## config.mk

```make
export PLATFORM = sky130hd
export DESIGN_NAME = touch_id_binding_table
export DESIGN_NICKNAME = d
export VERILOG_FILES = /design/src/hdl/tidb_pkg.sv /design/src/hdl/touch_id_binding_table.sv /design/src/hdl/tidb_cell.sv
export SDC_FILE = /design/constraint.sdc
export NUM_CORES = 2
export LEC_CHECK = 0
export ABC_AREA = 1
export BUFFER_PORTS_ARGS = -buffer_cell sky130_fd_sc_hd__buf_4
export CORE_AREA = 10 10 678 680
export DETAILED_ROUTE_END_ITERATION = 7
export DIE_AREA = 0 0 688 690
export GPL_ROUTABILITY_DRIVEN = 0
export PLACE_DENSITY = 0.48
export SYNTH_ARGS = -nofsm -noshare
export SYNTH_HDL_FRONTEND = slang
export SYNTH_SLANG_ARGS = --single-unit
```

## constraint.sdc

```tcl
create_clock -name clk_i -period 72 [get_ports clk_i]
set_input_delay 10.8 -clock clk_i [delete_from_list [all_inputs] [get_ports clk_i]]
set_output_delay 10.8 -clock clk_i [all_outputs]
set_load 0.01 [all_outputs]
```

## src/hdl/tidb_pkg.sv

```systemverilog
// Shared types and constants for the touch id binding table.
package tidb_pkg;

  localparam int unsigned SlotsDefault = 40;
  localparam int unsigned CountW       = 7;
  localparam logic [31:0] TimeoutReset = 32'd2000;

  // request codes
  localparam logic [2:0] REQ_BIND     = 3'd0;
  localparam logic [2:0] REQ_FORCE    = 3'd1;
  localparam logic [2:0] REQ_STATUS   = 3'd2;
  localparam logic [2:0] REQ_ACTIVE   = 3'd3;
  localparam logic [2:0] REQ_RELEASE  = 3'd4;
  localparam logic [2:0] REQ_REL_ALL  = 3'd5;
  localparam logic [2:0] REQ_UNBIND   = 3'd6;
  localparam logic [2:0] REQ_LOOKUP   = 3'd7;

  // error codes
  localparam logic [1:0] ERR_NONE    = 2'd0;
  localparam logic [1:0] ERR_BOUND   = 2'd1;
  localparam logic [1:0] ERR_FULL    = 2'd2;
  localparam logic [1:0] ERR_MISSING = 2'd3;

  typedef struct packed {
    logic [2:0]  req_type;
    logic [31:0] raw_finger;
    logic        any_finger;
    logic [15:0] touch_tag;
    logic [31:0] now_ms;
  } req_t;

  typedef struct packed {
    logic              ok;
    logic [15:0]       result_touch_id;
    logic [1:0]        error_code;
    logic [CountW-1:0] active_count;
  } rsp_t;

  typedef struct packed {
    logic        valid;
    logic [31:0] finger;
    logic [15:0] touch;
    logic [31:0] btime;
  } slot_t;

endpackage

```

## src/hdl/touch_id_binding_table.sv

```systemverilog
// Top level of the touch id binding table: slot ring and request sequencer.
//
// Input channel: in_valid_i / in_stall_o carry one request word (in_word_i).
// Output channel: out_valid_o / out_stall_i carry one response word per
// request. A word moves on a rising edge with valid high and stall low.
// Config: cfg_we_i writes cfg_wdata_i into the timeout register; the user
// must write only while the block is idle; the block does not enforce it.
//
// The SLOTS slots live in a ring of cells that rotates by one every scan
// cycle, so slot k sits in the head cell on scan cycle k. A full turn
// puts every slot back in its place.
// Sequence: one turn of the ring to scan, a decision state, a second
// turn when a successful bind or force writes a slot, and a final state
// that loads the output register. One request is in flight at a time:
// the block takes no new request until it is done with the last one.
// in_stall_o is high while a request is in flight. A finished response
// waits in the output register while the receiver stalls; the next
// request may be accepted meanwhile, and its response holds until the
// register is free.
// Reset: every slot free, id counter and active count zero, timeout 2000.
module touch_id_binding_table #(
  parameter int unsigned SLOTS = tidb_pkg::SlotsDefault
) (
  input  logic           clk_i,
  input  logic           rst_ni,
  input  logic           in_valid_i,
  output logic           in_stall_o,
  input  tidb_pkg::req_t in_word_i,
  output logic           out_valid_o,
  input  logic           out_stall_i,
  output tidb_pkg::rsp_t out_word_o,
  input  logic           cfg_we_i,
  input  logic [31:0]    cfg_wdata_i
);

  localparam int unsigned CW = $clog2(SLOTS + 1);
  localparam logic [CW-1:0] LastIdx = CW'(SLOTS - 1);
  localparam int unsigned KW = tidb_pkg::CountW;

  localparam logic [2:0] S_IDLE  = 3'd0;
  localparam logic [2:0] S_SCAN  = 3'd1;
  localparam logic [2:0] S_DEC   = 3'd2;
  localparam logic [2:0] S_WRITE = 3'd3;
  localparam logic [2:0] S_FIN   = 3'd4;

  logic [2:0]       state_q, state_d;
  logic [CW-1:0]    cnt_q, cnt_d;
  tidb_pkg::req_t   req_q;
  logic [31:0]      timeout_q;
  logic [15:0]      next_id_q, next_id_d;
  logic [KW-1:0]    count_q, count_d;
  logic             hit_q, hit_d, hit_old_q, hit_old_d, open_q, open_d;
  logic             stat_q, stat_d;
  logic [CW-1:0]    hit_idx_q, hit_idx_d, open_idx_q, open_idx_d, tgt_q, tgt_d;
  logic [15:0]      hit_touch_q, hit_touch_d;
  tidb_pkg::rsp_t   rsp_q, rsp_d;
  tidb_pkg::rsp_t   out_q;
  logic             out_valid_q;

  tidb_pkg::slot_t  ring [SLOTS];
  tidb_pkg::slot_t  head, head_mod;
  logic             shift, clr_all;
  logic [SLOTS-1:0] valid_vec;
  logic             match_f, match_t, in_acc, out_free;

  // ring of slot cells; the head's modified copy re-enters at the tail
  for (genvar g = 0; g < SLOTS; g++) begin : g_cell
    tidb_pkg::slot_t nxt;
    if (g == SLOTS - 1) begin : g_tail
      assign nxt = head_mod;
    end else begin : g_mid
      assign nxt = ring[g+1];
    end
    tidb_cell u_cell (
      .clk_i    (clk_i),
      .rst_ni   (rst_ni),
      .shift_i  (shift),
      .clr_all_i(clr_all),
      .slot_i   (nxt),
      .slot_o   (ring[g])
    );
    assign valid_vec[g] = ring[g].valid;
  end

  assign head    = ring[0];
  assign match_f = head.valid && (head.finger == req_q.raw_finger);
  assign match_t = head.valid && (head.touch == req_q.touch_tag);
  assign in_acc  = in_valid_i && !in_stall_o;
  assign out_free = !out_valid_q || !out_stall_i;

  always_comb begin
    state_d     = state_q;
    cnt_d       = cnt_q;
    next_id_d   = next_id_q;
    count_d     = count_q;
    hit_d       = hit_q;
    hit_old_d   = hit_old_q;
    hit_idx_d   = hit_idx_q;
    hit_touch_d = hit_touch_q;
    open_d      = open_q;
    open_idx_d  = open_idx_q;
    stat_d      = stat_q;
    tgt_d       = tgt_q;
    rsp_d       = rsp_q;
    head_mod    = head;
    shift       = 1'b0;
    clr_all     = 1'b0;
    case (state_q)
      S_IDLE: begin
        if (in_acc) begin
          state_d = S_SCAN;
          cnt_d   = '0;
          hit_d   = 1'b0;
          open_d  = 1'b0;
          stat_d  = 1'b0;
        end
      end
      S_SCAN: begin
        shift = 1'b1;
        // first match ends the search; free slots count only before it
        if (!hit_q) begin
          if (match_f) begin
            hit_d       = 1'b1;
            hit_idx_d   = cnt_q;
            hit_touch_d = head.touch;
            hit_old_d   = (req_q.now_ms - head.btime) > timeout_q;
          end else if (!head.valid) begin
            open_d     = 1'b1;
            open_idx_d = cnt_q;
          end
        end
        case (req_q.req_type)
          tidb_pkg::REQ_STATUS: begin
            if (match_t && (req_q.any_finger || match_f)) stat_d = 1'b1;
          end
          tidb_pkg::REQ_RELEASE: begin
            if (match_f) begin
              head_mod.valid = 1'b0;
              count_d = count_q - KW'(1);
              stat_d  = 1'b1;
            end
          end
          tidb_pkg::REQ_UNBIND: begin
            if (match_t) begin
              head_mod.valid = 1'b0;
              count_d = count_q - KW'(1);
              stat_d  = 1'b1;
            end
          end
          default: ;
        endcase
        cnt_d = cnt_q + CW'(1);
        if (cnt_q == LastIdx) state_d = S_DEC;
      end
      S_DEC: begin
        rsp_d = '{ok: 1'b0, result_touch_id: 16'd0,
                  error_code: tidb_pkg::ERR_NONE, active_count: count_q};
        state_d = S_FIN;
        cnt_d   = '0;
        case (req_q.req_type)
          tidb_pkg::REQ_BIND, tidb_pkg::REQ_FORCE: begin
            if (hit_q && (hit_old_q || req_q.req_type == tidb_pkg::REQ_FORCE)) begin
              tgt_d   = hit_idx_q;
              state_d = S_WRITE;
            end else if (hit_q) begin
              rsp_d.error_code = tidb_pkg::ERR_BOUND;
            end else if (open_q) begin
              tgt_d   = open_idx_q;
              count_d = count_q + KW'(1);
              state_d = S_WRITE;
            end else begin
              rsp_d.error_code = tidb_pkg::ERR_FULL;
            end
            if (state_d == S_WRITE) begin
              rsp_d.ok = 1'b1;
              rsp_d.result_touch_id = next_id_q;
              rsp_d.active_count = count_d;
              next_id_d = next_id_q + 16'd1;
            end
          end
          tidb_pkg::REQ_ACTIVE: begin
            rsp_d.ok = hit_q;
            if (!hit_q) rsp_d.error_code = tidb_pkg::ERR_MISSING;
          end
          tidb_pkg::REQ_LOOKUP: begin
            rsp_d.ok = hit_q;
            if (hit_q) rsp_d.result_touch_id = hit_touch_q;
            else rsp_d.error_code = tidb_pkg::ERR_MISSING;
          end
          tidb_pkg::REQ_REL_ALL: begin
            clr_all = 1'b1;
            count_d = '0;
            rsp_d.ok = 1'b1;
            rsp_d.active_count = '0;
          end
          default: begin
            // status, release, unbind
            rsp_d.ok = stat_q;
            if (!stat_q) rsp_d.error_code = tidb_pkg::ERR_MISSING;
          end
        endcase
      end
      S_WRITE: begin
        shift = 1'b1;
        if (cnt_q == tgt_q) begin
          head_mod = '{valid: 1'b1, finger: req_q.raw_finger,
                       touch: rsp_q.result_touch_id, btime: req_q.now_ms};
        end
        cnt_d = cnt_q + CW'(1);
        if (cnt_q == LastIdx) state_d = S_FIN;
      end
      S_FIN: begin
        if (out_free) state_d = S_IDLE;
      end
      default: state_d = S_IDLE;
    endcase
  end

  always_ff @(posedge clk_i or negedge rst_ni) begin
    if (!rst_ni) begin
      state_q     <= S_IDLE;
      cnt_q       <= '0;
      next_id_q   <= '0;
      count_q     <= '0;
      timeout_q   <= tidb_pkg::TimeoutReset;
      out_valid_q <= 1'b0;
      hit_q       <= 1'b0;
      open_q      <= 1'b0;
      stat_q      <= 1'b0;
    end else begin
      state_q   <= state_d;
      cnt_q     <= cnt_d;
      next_id_q <= next_id_d;
      count_q   <= count_d;
      hit_q     <= hit_d;
      open_q    <= open_d;
      stat_q    <= stat_d;
      if (cfg_we_i) timeout_q <= cfg_wdata_i;
      if (state_q == S_FIN && out_free) out_valid_q <= 1'b1;
      else if (!out_stall_i) out_valid_q <= 1'b0;
    end
  end

  always_ff @(posedge clk_i) begin
    if (in_acc) req_q <= in_word_i;
    hit_old_q   <= hit_old_d;
    hit_idx_q   <= hit_idx_d;
    hit_touch_q <= hit_touch_d;
    open_idx_q  <= open_idx_d;
    tgt_q       <= tgt_d;
    rsp_q       <= rsp_d;
    if (state_q == S_FIN && out_free) out_q <= rsp_q;
  end

  assign in_stall_o  = (state_q != S_IDLE);
  assign out_valid_o = out_valid_q;
  assign out_word_o  = out_q;

  // active count never exceeds the table size
  a_count_range: assert property (@(posedge clk_i) disable iff (!rst_ni)
    count_q <= KW'(SLOTS))
    else $error("active count above slot count");

  // between requests the count agrees with the ring's valid bits
  a_count_match: assert property (@(posedge clk_i) disable iff (!rst_ni)
    state_q == S_IDLE |-> count_q == KW'($countones(valid_vec)))
    else $error("active count out of step with slot valid bits");

  // success and an error code never go together
  a_ok_err: assert property (@(posedge clk_i) disable iff (!rst_ni)
    out_valid_o |-> (out_word_o.ok == (out_word_o.error_code == tidb_pkg::ERR_NONE)))
    else $error("ok and error code disagree");

  // an accepted request starts a scan
  a_start: assert property (@(posedge clk_i) disable iff (!rst_ni)
    in_acc |=> state_q == S_SCAN)
    else $error("request accepted without scan");

endmodule

```

## src/hdl/tidb_cell.sv

```systemverilog
// One slot cell of the rotating slot ring.
module tidb_cell (
  input  logic           clk_i,
  input  logic           rst_ni,
  input  logic           shift_i,
  input  logic           clr_all_i,
  input  tidb_pkg::slot_t slot_i,
  output tidb_pkg::slot_t slot_o
);

  logic                valid_q;
  logic [31:0]         finger_q;
  logic [15:0]         touch_q;
  logic [31:0]         btime_q;

  always_ff @(posedge clk_i or negedge rst_ni) begin
    if (!rst_ni) begin
      valid_q <= 1'b0;
    end else if (clr_all_i) begin
      valid_q <= 1'b0;
    end else if (shift_i) begin
      valid_q <= slot_i.valid;
    end
  end

  always_ff @(posedge clk_i) begin
    if (shift_i) begin
      finger_q <= slot_i.finger;
      touch_q  <= slot_i.touch;
      btime_q  <= slot_i.btime;
    end
  end

  assign slot_o = '{valid: valid_q, finger: finger_q, touch: touch_q, btime: btime_q};

endmodule

```

==> metrics <==
# DRC 0; area delta synth->final 18.6%; Syn Inst Count 4748; Nets 5464; CP arrival approximately 2.1 ns; Synth async-reset ratio 3.10%; crit end category output pin; root buf cell clkbuf_16; CTS clk-pin slew, worst paths 0.06 ns; layout cells sized above 1 14.4%; initial DRC count 4310; final worst path period share 17.9%; Fin Setup TNS 0 ns; Yosys reg bits 3479; Worst-Margin Slew 1.17 ns; Chip Height roughly 690 um; slew margin rel. 21.7%; Clock Sink Count about 3500; FP Rows 246; Setup Fix Bufs, Post-CTS 0; Mean Syn Cell Area 23.4 sq um; Skew-Pair Late Insertion Delay about 0.96 ns; register area share after synthesis 93.7%; Starting Density 24.8%; Hold-fix buffers, CTS 0; overall routing resource usage 7.02%; core region area 0.447 sq mm; Worst Setup Start Kind flop; top-count cell post-synth edfxtp_1; DRT Pass-1 Iters 6; Post-synth EDFFs about 3400; RSZ-0062 raised after global routing false; post-layout minimum cycle time 12.85 ns; Primary FF master, synth edfxtp_1; static leakage 37.5 nW; vias in the first global route 42700; H-tree depth 5; DIE AREA 0.475 sq mm; wire length per cell between 15 and 20 um; Clock Skews between 0.07 and 0.08 ns; Pwr per Cell Area 40.4 mW/mm^2; Num CTS Buffers between 300 and 400; fmax 0.0778 GHz; Vias/cell 3.70; post-DP HPWL roughly 94000 um; Yosys warnings 0; Netlist Area Pre-Place 0.111 sq mm; initial antenna violation count 17; Max FO, Critical Path 6; Setup WS pre-CTS 59.06 ns; final-report hold violation count 0; post-synthesis cell type count between 40 and 50; first-pass GRT wire length 265000 um; Max Slew Vio Count 0; GRT overflow 0; kind of critical path flop to output pin; share of the synthesized area in the top cell type 91.3%; port bufs 148; worst-case clock buffer depth 4; DRT antenna net count 0; max-cap check violation count 0; dominant cells by area after synthesis edfxtp_1 91%, dfrtp_1 2.3%, nand2_1 1.0%; required time of the worst setup path slightly above 60 ns; # setup viols final 0; synth cell count leaders 3371 x edfxtp_1, 304 x nand2_1, 273 x inv_1, 102 x dfrtp_1, 98 x o21ai_0; via count 42700; Hold/Removal Path Class flop to flop; status finished, final reports clean; Die Span X 688 um; fill count 43000; Syn Nets between 4000 and 5000; post_cts resized 0; setup ws final 59.15 ns; pin count of the biggest net entering global routing 202; top cell type by total area after synthesis edfxtp_1; Max VDD drop 0.0517 mV; final wirelength 174000 um; IO Pins 149; CTS tree yes
## state kept, by name (all words and copies together) (netlist names), 6 cells and up
signal	cells
open_idx_q	6
hit_idx_q	6
rsp_q	26
g_cell.u_cell.finger_q	1280
req_q	84
cnt_q	6
count_q	7
out_word_o	26
g_cell.u_cell.btime_q	1280
timeout_q	32
g_cell.u_cell.valid_q	40
next_id_q	16
tgt_q	6
hit_touch_q	16
g_cell.u_cell.touch_q	640
## power by group
part | switching [mW] | internal, mW | leakage [nW]
clock network | 0.773 | 1.04 | 5.70
registers | 0.0823 | 2.82 | 26.9
logic | 0.538 | 0.0619 | 4.89
## worst paths after layout
check                           cells past startpoint                          from  slack (ns)                      endpoint
min in group asynchronous                           1                        rst_ni        9.84                 timeout_q[25]
worst min-delay path                                0  g_cell[30].u_cell.btime_q[9]        0.37  g_cell[29].u_cell.btime_q[9]
worst max-delay path                                3                    state_q[0]       59.15                    in_stall_o
worst max register to register                     10                    state_q[2]       64.74   g_cell[4].u_cell.btime_q[1]
max in group asynchronous                           2                        rst_ni       60.70                    count_q[6]
worst min register to register                      0  g_cell[30].u_cell.btime_q[9]        0.37  g_cell[29].u_cell.btime_q[9]
## kinds of logic (layout without fill, tap and decap cells)
family          count (synthesis)  count (layout)  synth area share (%)
xor+xnor                       75              75                 0.592
compound gates                258             258                  1.30
mux                            66              66                 0.670
fa+ha+maj                      68              68                 0.774
flops                        3479            3479                  93.7
buf+inv                       305            1123                  1.05
other cells                     0               9                     0
simple gates                  497             497                  1.91
## area by class of cell
cell class | instances | area, sq um | share of cell area [%]
sequential | 3479 | 104000 | 79.0
clock buffer | 452 | 9580 | 7.28
tap | 5952 | 7450 | 5.66
multi-input combinational | 964 | 5840 | 4.44
clock inverter | 204 | 2150 | 1.63
timing repair buffer | 191 | 1540 | 1.17
inverter | 276 | 1050 | 0.795
antenna | 9 | 22.5 | 0.0171
## metal layers
| layer | vias to the layer above | global-route usage (%) | share of wire, % |
|---|---|---|---|
| met5 | - | 0 | 0.0069 |
| met4 | 2 | 2.63 | 3.3 |
| met3 | 377 | 1.75 | 5.5 |
| met2 | 889 | 9.87 | 42 |
| met1 | 22000 | 10.4 | 49 |
| li1 | 19400 | - | - |
## worst max-delay path: stages (launching register included)
cell and delay, ns:
dfrtp_1 0.45, inv_1 0.17, nand3_1 0.28, buf_4 0.25
## through the flow
step                      instances  cell area (sq um)  hold WS [ns]  utilization, %  power, mW
after floorplan                4748             111000         0.400               -       5.85
after global placement        10900             120000         0.400            26.8       3.54
after detailed placement      10900             120000         0.405            26.8       3.57
after CTS                     11500             132000         0.368            29.5       5.43
after global routing          11500             132000         0.379            29.5       5.58
final                         11500             132000         0.368            29.5       5.32
## layout by cell type (no fill, tap or decap), types with 12 or more instances in the layout
cell type	instances
nor2_1	87
dfrtp_1	102
xor2_1	48
ha_1	67
clkbuf_8	12
nand2_1	304
clkinv_1	72
xnor2_1	27
o22ai_1	59
inv_1	272
buf_4	182
clkbuf_1	75
bufinv_16	25
nor3_1	24
a21oi_1	70
mux2_2	66
nand3_1	40
clkinv_16	14
edfxtp_1	3371
o21ai_0	98
clkbuf_16	365
clkinv_2	57
nand4_1	12
Note: power is estimated with default switching activity, not from simulation.
